`src/rtl/srr_pkg.sv`:
```
// Shared types and codes for the selective-repeat receiver.
// Imported by the slot store, the receiver top level and the testbench; depends on nothing.
`timescale 1ns / 1ps

package srr_pkg;

  // Sequencer states, one-hot
  typedef enum logic [2:0] {
    ST_IDLE  = 3'b001,
    ST_EVAL  = 3'b010,
    ST_DELIV = 3'b100
  } srr_state_e;

  // Result kinds on the output channel
  localparam logic KIND_ACK  = 1'b0;
  localparam logic KIND_DATA = 1'b1;

  // Read request from the sequencer to the slot store
  typedef struct packed {
    logic rd_en;  // issue a read this cycle
    logic fwd;    // take the data being written instead of the array
  } srr_rd_ctl_t;

endpackage

```
`src/rtl/selective_repeat_receiver_unit.sv`:
```
// Selective-repeat ARQ receiver: window check, payload buffering, in-order delivery.
// Depends on srr_pkg and srr_slot_store.
`timescale 1ns / 1ps
// Usage
//   Input channel (in_valid_i / in_ready_o): one data packet per request, with
//   its sequence number, payload word and checksum flag. A packet is taken
//   only while the sequencer is idle; a corrupt packet is dropped on the spot.
//   Output channel (out_valid_o / out_ready_i): one result per request. A good
//   packet first yields an acknowledgement, then, when it is inside the window,
//   the in-order run of buffered payloads starting at the window base.
//   last_result_o marks the final result of each packet.
// Timing
//   Corrupt packet: dropped on acceptance. Good packet: accepted in ST_IDLE, then
//   ST_EVAL emits the ack and, for an in-window packet, writes the slot RAM, then
//   ST_DELIV delivers the buffered payloads (up to WIN_SLOTS). The rate is set by the single read
//   port of the slot RAM, which yields one payload per cycle while out_ready_i is high.
//   The next packet is accepted while the last result still waits in the
//   output register.
// Reset
//   Clears the window base, the filled flags and the sequencer; the slot RAM
//   needs no clearing since a slot is read only after it was filled.
// Stall
//   A low out_ready_i holds a pending result and freezes ST_EVAL and ST_DELIV; ST_IDLE still accepts packets.

module selective_repeat_receiver_unit
  import srr_pkg::*;
#(
  parameter int WIN_SLOTS    = 4,
  parameter int SEQ_BITS     = 3,
  parameter int PAYLOAD_BITS = 64
) (
  input  logic                    clk_i,
  input  logic                    rst_ni,
  input  logic                    in_valid_i,
  output logic                    in_ready_o,
  input  logic [SEQ_BITS-1:0]     sequence_number_i,
  input  logic [PAYLOAD_BITS-1:0] payload_word_i,
  input  logic                    checksum_ok_i,
  output logic                    out_valid_o,
  input  logic                    out_ready_i,
  output logic                    result_kind_o,
  output logic [SEQ_BITS-1:0]     ack_number_o,
  output logic [PAYLOAD_BITS-1:0] delivered_payload_o,
  output logic                    last_result_o
);

  localparam int SEQ_SPACE = 2 ** SEQ_BITS;
  localparam int SLOT_W    = (WIN_SLOTS > 1) ? $clog2(WIN_SLOTS) : 1;
  localparam int WIN_LIM_I = (WIN_SLOTS >= SEQ_SPACE) ? SEQ_SPACE : WIN_SLOTS;
  localparam logic [SEQ_BITS:0] WIN_LIM = (SEQ_BITS + 1)'(WIN_LIM_I);

  srr_state_e state_q, state_d;

  logic [SEQ_BITS-1:0]     base_q, base_d;
  logic [WIN_SLOTS-1:0]    filled_q, filled_d;
  logic [SEQ_BITS-1:0]     seq_q;
  logic [PAYLOAD_BITS-1:0] pay_q;

  logic                    out_valid_q, out_valid_d;
  logic                    kind_q, kind_d;
  logic [SEQ_BITS-1:0]     ack_q, ack_d;
  logic [PAYLOAD_BITS-1:0] dpay_q, dpay_d;
  logic                    last_q, last_d;

  logic                    in_fire;
  logic                    out_free;
  logic                    out_load;
  logic [SLOT_W-1:0]       slot_lut [SEQ_SPACE];
  logic [SEQ_BITS-1:0]     offset;
  logic                    in_win;
  logic [SLOT_W-1:0]       pkt_slot;
  logic [SLOT_W-1:0]       base_slot;
  logic [SEQ_BITS-1:0]     next_base;
  logic [SLOT_W-1:0]       next_slot;
  logic                    more;

  logic                    wr_en;
  srr_rd_ctl_t             rd_ctl;
  logic [SLOT_W-1:0]       rd_slot;
  logic [PAYLOAD_BITS-1:0] rd_data;

  // Sequence number to slot index table
  for (genvar g = 0; g < SEQ_SPACE; g++) begin : g_slot_lut
    assign slot_lut[g] = SLOT_W'(g % WIN_SLOTS);
  end

  assign in_ready_o = (state_q == ST_IDLE);
  assign in_fire    = in_valid_i && in_ready_o;
  assign out_free   = !out_valid_q || out_ready_i;

  assign offset    = seq_q - base_q;
  assign in_win    = {1'b0, offset} < WIN_LIM;
  assign pkt_slot  = slot_lut[seq_q];
  assign base_slot = slot_lut[base_q];
  assign next_base = base_q + SEQ_BITS'(1);
  assign next_slot = slot_lut[next_base];

  // Sequencer: evaluate the packet, then walk the in-order run
  always_comb begin
    state_d  = state_q;
    base_d   = base_q;
    filled_d = filled_q;
    out_load = 1'b0;
    kind_d   = kind_q;
    ack_d    = ack_q;
    dpay_d   = dpay_q;
    last_d   = last_q;
    wr_en    = 1'b0;
    rd_ctl   = '0;
    rd_slot  = base_slot;
    more     = 1'b0;
    unique case (state_q)
      ST_IDLE: begin
        if (in_fire && checksum_ok_i) begin
          state_d = ST_EVAL;
        end
      end
      ST_EVAL: begin
        if (out_free) begin
          out_load = 1'b1;
          kind_d   = KIND_ACK;
          ack_d    = seq_q;
          dpay_d   = '0;
          if (in_win) begin
            wr_en              = 1'b1;
            filled_d[pkt_slot] = 1'b1;
            more   = filled_q[base_slot] || (pkt_slot == base_slot);
            rd_ctl.rd_en = more;
            rd_ctl.fwd   = (pkt_slot == base_slot);
            state_d      = more ? ST_DELIV : ST_IDLE;
          end else begin
            state_d = ST_IDLE;
          end
          last_d = !more;
        end
      end
      ST_DELIV: begin
        if (out_free) begin
          out_load            = 1'b1;
          kind_d              = KIND_DATA;
          ack_d               = '0;
          dpay_d              = rd_data;
          filled_d[base_slot] = 1'b0;
          base_d              = next_base;
          more         = filled_q[next_slot] && (next_slot != base_slot);
          last_d       = !more;
          rd_ctl.rd_en = more;
          rd_slot      = next_slot;
          state_d      = more ? ST_DELIV : ST_IDLE;
        end
      end
      default: state_d = ST_IDLE;
    endcase
  end

  assign out_valid_d = out_load || (out_valid_q && !out_ready_i);

  // Control registers
  always_ff @(posedge clk_i or negedge rst_ni) begin
    if (!rst_ni) begin
      state_q     <= ST_IDLE;
      base_q      <= '0;
      filled_q    <= '0;
      out_valid_q <= 1'b0;
    end else begin
      state_q     <= state_d;
      base_q      <= base_d;
      filled_q    <= filled_d;
      out_valid_q <= out_valid_d;
    end
  end

  // Hold the packet and the result fields
  always_ff @(posedge clk_i) begin
    if (in_fire) begin
      seq_q <= sequence_number_i;
      pay_q <= payload_word_i;
    end
    if (out_load) begin
      kind_q <= kind_d;
      ack_q  <= ack_d;
      dpay_q <= dpay_d;
      last_q <= last_d;
    end
  end

  srr_slot_store #(
    .WIN_SLOTS    (WIN_SLOTS),
    .PAYLOAD_BITS (PAYLOAD_BITS),
    .SLOT_W       (SLOT_W)
  ) u_slot_store (
    .clk_i     (clk_i),
    .rst_ni    (rst_ni),
    .wr_en_i   (wr_en),
    .wr_slot_i (pkt_slot),
    .wr_data_i (pay_q),
    .rd_ctl_i  (rd_ctl),
    .rd_slot_i (rd_slot),
    .rd_data_o (rd_data)
  );

  assign out_valid_o         = out_valid_q;
  assign result_kind_o       = kind_q;
  assign ack_number_o        = ack_q;
  assign delivered_payload_o = dpay_q;
  assign last_result_o       = last_q;

  // The slot under the window base is filled whenever a delivery is pending
  a_deliv_filled : assert property (@(posedge clk_i) disable iff (!rst_ni)
    (state_q == ST_DELIV) |-> filled_q[base_slot])
    else $error("delivery pending on an empty slot");

  // Each delivery advances the window base by one
  a_base_step : assert property (@(posedge clk_i) disable iff (!rst_ni)
    (state_q == ST_DELIV && out_free) |=> (base_q == $past(next_base)))
    else $error("window base did not advance on delivery");

  // A delivered slot is released
  a_slot_clear : assert property (@(posedge clk_i) disable iff (!rst_ni)
    (state_q == ST_DELIV && out_free) |=> !filled_q[$past(base_slot)])
    else $error("delivered slot still marked filled");

  // The sequencer takes no packet while it evaluates or delivers the last one
  a_no_overlap : assert property (@(posedge clk_i) disable iff (!rst_ni)
    (state_q == ST_EVAL || state_q == ST_DELIV) |-> !in_ready_o)
    else $error("packet accepted during evaluation or delivery");

endmodule

```
`src/rtl/srr_slot_store.sv`:
```
// Payload buffer of the receive window: one synchronous RAM with a registered read port.
// Forwards the word being written when the read request sets fwd. Uses srr_pkg.
`timescale 1ns / 1ps

module srr_slot_store
  import srr_pkg::*;
#(
  parameter int WIN_SLOTS    = 4,
  parameter int PAYLOAD_BITS = 64,
  parameter int SLOT_W       = 2
) (
  input  logic                    clk_i,
  input  logic                    rst_ni,
  input  logic                    wr_en_i,
  input  logic [SLOT_W-1:0]       wr_slot_i,
  input  logic [PAYLOAD_BITS-1:0] wr_data_i,
  input  srr_rd_ctl_t             rd_ctl_i,
  input  logic [SLOT_W-1:0]       rd_slot_i,
  output logic [PAYLOAD_BITS-1:0] rd_data_o
);

  logic [PAYLOAD_BITS-1:0] mem_q [WIN_SLOTS];
  logic [PAYLOAD_BITS-1:0] rd_q;
  logic [PAYLOAD_BITS-1:0] fwd_data_q;
  logic                    fwd_q;

  // Write port and registered read port
  always_ff @(posedge clk_i) begin
    if (wr_en_i) begin
      mem_q[wr_slot_i] <= wr_data_i;
    end
    if (rd_ctl_i.rd_en) begin
      rd_q <= mem_q[rd_slot_i];
    end
  end

  // Capture the bypass word alongside the read
  always_ff @(posedge clk_i) begin
    if (rd_ctl_i.rd_en && rd_ctl_i.fwd) begin
      fwd_data_q <= wr_data_i;
    end
  end

  always_ff @(posedge clk_i or negedge rst_ni) begin
    if (!rst_ni) begin
      fwd_q <= 1'b0;
    end else if (rd_ctl_i.rd_en) begin
      fwd_q <= rd_ctl_i.fwd;
    end
  end

  assign rd_data_o = fwd_q ? fwd_data_q : rd_q;

endmodule

```
`config.mk`:
```
export PLATFORM = sky130hd
export DESIGN_NAME = selective_repeat_receiver_unit
export DESIGN_NICKNAME = d
export VERILOG_FILES = /design/src/rtl/srr_pkg.sv /design/src/rtl/selective_repeat_receiver_unit.sv /design/src/rtl/srr_slot_store.sv
export SDC_FILE = /design/constraint.sdc
export NUM_CORES = 1
export LEC_CHECK = 0
export BUFFER_PORTS_ARGS = -buffer_cell sky130_fd_sc_hd__buf_4
export CORE_MARGIN = 2
export CORE_UTILIZATION = 59
export CTS_CLUSTER_SIZE = 14
export DETAILED_ROUTE_END_ITERATION = 16
export GPL_TIMING_DRIVEN = 0
export PLACE_DENSITY = 0.78
export SLEW_MARGIN = 5
export SYNTH_ARGS = -nofsm -noshare
export SYNTH_HDL_FRONTEND = slang
export SYNTH_HIERARCHICAL = 1
export SYNTH_SLANG_ARGS = --single-unit
```
`constraint.sdc`:
```
create_clock -name clk_i -period 8.7 [get_ports clk_i]
set_clock_uncertainty 0.05 [all_clocks]
set_input_delay 0.87 -clock clk_i [delete_from_list [all_inputs] [get_ports clk_i]]
set_output_delay 0.87 -clock clk_i [all_outputs]
set_load 0.02 [all_outputs]
```
==> metrics.md <==
| Metric | Value |
|---|---|
| Top cell type's share of synthesized area | 0.810 |
| Via Count | between 8000 and 9000 |
| Register share of total power | 0.544 |
| Internal | 4.32 mW |
| Cts hold-fix bufs | 0 |
| Core Region | 0.0324 mm² |
| Most used cell, CP | buf_4 |
| Worst Tran Pin Value | approximately 0.73 ns |
| Combinational share of power | 0.028 |
| Min cycle time layout | 3.83 ns |
| Post-route cell area | 0.0229 mm² |
| Seq/Total Area, Yosys | 0.826 |
| Largest net degree at the start of global routing | 53 |
| Htree depth | 2 |
| FF-to-FF End | u_slot_store/mem_q[0][48]$_DFFE_PP_ |
| Switching power | 1.01 mW |
| DIE WIDTH | about 180 µm |
| DRC viols | 0 |
| Synth Area per Inst | 23.5 µm² |
| CTS clk-pin slew, worst paths | 0.06 ns |
| Dominant synthesized flop cell | edfxtp_1 |
| Clock power frac | 0.428 |
| Max-Cap Viols | 0 |
| Vias in the first global route | just under 9000 |
| Total leakage power | roughly 7.7 nW |
| Fraction of registers with async set/reset | 0.0226 |
| Count of flip-flops with a built-in enable after synthesis | 520 |
| Hold WC Path Type | in -> async |
| Mapped Cells | 820 |
| N_diodes | 0 |
| Iteration-0 DRC Markers | 746 |
| DP HPWL | 19700 µm |
| First-pass GRT wire length | 51000 µm |
| Number of routed nets with antenna violations | 0 |
| CTS resizes | 0 |
| Vias/cell | 5.57 |
| DR pass1 iterations | 5 |
| CP bufs+invs | 5 |
| Crit path max fanout | 11 |
| Peak supply drop | 0.228 mV |
| Setup Fix Bufs, Post-CTS | 0 |
| Fraction of layout cells with a size suffix above 1 | 0.372 |
| CTS tree | built |
| F_max | ~260 MHz |
| Final hold vios | 0 |
| Post-DP Area | 0.0212 mm² |
| Crit-path max cell delay | approximately 0.7 ns |
| Final hold slack | between 0.09 and 0.1 ns |
| GR Util All Layers | 0.204 |
| Congestion Overflow GR | 0 |
| Slew HR | 0.511 |
| #FFs+latches synth | roughly 530 |
| Warnings from Yosys | 6 |
| Launch point of the worst reg-to-reg path | base_q[1]$_DFFE_PN0P_ |
| Flop2flop setup slack | 4.87 ns |
| Final wirelength | between 30000 and 40000 µm |
| Finish-stage setup viols | 0 |
| Register-to-Register Path Depth | 10 |
| Status | completed |
| Final slew viol count | 0 |
| Std-Cell Rows | 66 |
| Post-route setup slack | approximately 4.9 ns |
| RSZ-0062 raised after global routing | false |
| Highest-delay cell along the critical path | nor3b_2 |
| Post-synth cell types | 42 |
| Worst path arrival time | 4.03 ns |
| CTS Buf Count | 52 |
| Initial core utilization | 0.595 |
| Wire per inst | 22.4 µm |
| Post-synth top area cell | edfxtp_1 |
| Post-Place Worst Slack | around 4.7 ns |
| Clk sink count | 532 |
| Final period util | 0.440 |
| Die height | 185 µm |
| Initial antenna violation count | 0 |
| Root buf cell | clkbuf_16 |
| Top delay family on crit path | simple AND/OR/NAND/NOR gates |
| Post-synth top cells | edfxtp_1 (520), and2_1 (67), mux2_2 (65) |
| Largest cells by area after synthesis | edfxtp_1 (81%), mux4_2 (7.2%), mux2_2 (3.8%) |
| Skew-Pair Late Insertion Delay | 0.56 ns |
| Nets | 1109 |
| Post-Syn Area | 0.0193 mm² |
| Clock buffer depth | 3 |
| Post-Syn Nets | 898 |
| PwrDens | between 200 and 250 mW/mm² |
| Top Ports | 143 |
| WS Path Type | reg -> reg |
| GP Congestion | 0.735 |
| Power, Total | 5.33 mW |
| CP startpoint kind | flip-flop |
| Count of input and output buffers | 142 |
| P&R area growth vs syn | 19.1% |
| Worst EP required | roughly 8.9 ns |
| Crit path cell chain | inv_1 > ha_1 > nor2b_1 > or3_1 > a21oi_2 > nor3b_2 > buf_6 > buf_4 > buf_4 > buf_4 |
| Crit. End Element | flip-flop |
| Most numerous cell in the Yosys netlist | edfxtp_1 |
| Die area | roughly 0.034 mm² |
| Sw Ratio | 0.189 |
flip-flops by register name, indices dropped and copies added, names as in the netlist:
signal / cells
u_slot_store/mem_q: 256
delivered_payload_o: 64
pay_q: 64
u_slot_store/fwd_data_q: 64
u_slot_store/rd_q: 64
filled_q: 4
ack_number_o: 3
base_q: 3
seq_q: 3
state_q: 3
last_result_o: 1
out_valid_o: 1
result_kind_o: 1
u_slot_store/fwd_q: 1
area by class of cell:
cell class	count	area [µm²]
repair buffers	157	1340
inverters	4	20.0
multi-input cells	254	3120
fillers	1915	9420
clock inverters	30	383
flip-flops and latches	532	15900
clock buffers	63	1360
plain buffers	30	255
well taps	442	553
per-layer routing:
layer / track usage / wire length (µm) / vias up
met5: 0 / 0 / -
met4: 0.0584 / 665 / 0
met3: 0.0292 / 1960 / 57
met2: 0.347 / 17400 / 298
met1: 0.281 / 13900 / 4313
li1: - / - / 3752
layout by cell type, fill, tap and decap left out, types with 2 or more instances in the layout:
cell        Yosys  routed
clkbuf_1        5      15
mux4_1          4       4
nand2b_1        3       3
clkinv_2        0       7
inv_1           3       3
or3_1           3       3
buf_4           1     147
buf_6           3       6
inv_6           1       3
buf_12          6       8
buf_16          0       6
nor2b_1         2       2
and3b_4         0       2
o21ai_0         3       3
a21oi_1         4       4
clkinv_1        0       9
and2_4          1       3
bufinv_16       0       9
a32o_1          4       4
nand2_1         4       4
and2_1         67      65
xnor2_1         4       4
buf_2          14      14
ha_1            6       6
nor2_1          3       2
dfrtp_1        11      11
edfxtp_1      520     520
mux4_2         62      62
clkbuf_16       0      53
clkinvlp_4      0       2
mux2_2         65      65
worst register-to-register path: cells and delay by family (launching register included):
family          cells  cell delay [ns]
simple gates        3             1.18
buf+inv             5             1.11
flops               1             0.42
compound gates      1             0.41
fa+ha+maj           1             0.34
power by group through the flow:
stage / registers [mW] / logic (mW) / clock network, mW
floorplan: 2.95 / 0.0822 / 0
detailed placement: 2.96 / 0.152 / 0
global route: 2.91 / 0.161 / 2.42
finish: 2.90 / 0.150 / 2.28
CTS: 2.90 / 0.153 / 2.32
global placement: 2.96 / 0.142 / 0
worst max-delay path by stage:
stage                                                endpoint                   from  cells past startpoint  slack, ns
after floorplan            u_slot_store/mem_q[0][0]$_DFFE_PP_            out_ready_i                      5       1.67
after global placement    u_slot_store/mem_q[0][48]$_DFFE_PP_            out_ready_i                      6      -2.53
after detailed placement  u_slot_store/mem_q[0][48]$_DFFE_PP_            out_ready_i                     10       4.75
after CTS                 u_slot_store/mem_q[0][20]$_DFFE_PP_  base_q[1]$_DFFE_PN0P_                     10       4.86
after global routing      u_slot_store/mem_q[0][51]$_DFFE_PP_  base_q[1]$_DFFE_PN0P_                     10       4.67
final                     u_slot_store/mem_q[0][48]$_DFFE_PP_  base_q[1]$_DFFE_PN0P_                     10       4.87
stage by stage:
step	util	cells	setup TNS [ns]
after floorplan	-	820	0
after global placement	0.645	1404	-161.19
after detailed placement	0.655	1419	0
after CTS	0.709	1512	0
after global routing	0.709	1512	0
final	0.709	1512	0
cells by family (layout without fill, tap and decap cells):
logic type / after synthesis / count (layout) / synth area share
DFF: 532 / 532 / 0.826
adders and majority gates: 6 / 6 / 0.00389
and+or+nand+nor: 96 / 96 / 0.0317
muxes: 132 / 132 / 0.116
xor gates and xnor gates: 5 / 5 / 0.00227
buffers and inverters: 34 / 284 / 0.0143
AOI/OAI and AO/OA: 15 / 15 / 0.00571
Power figures use the tool's default switching activity.
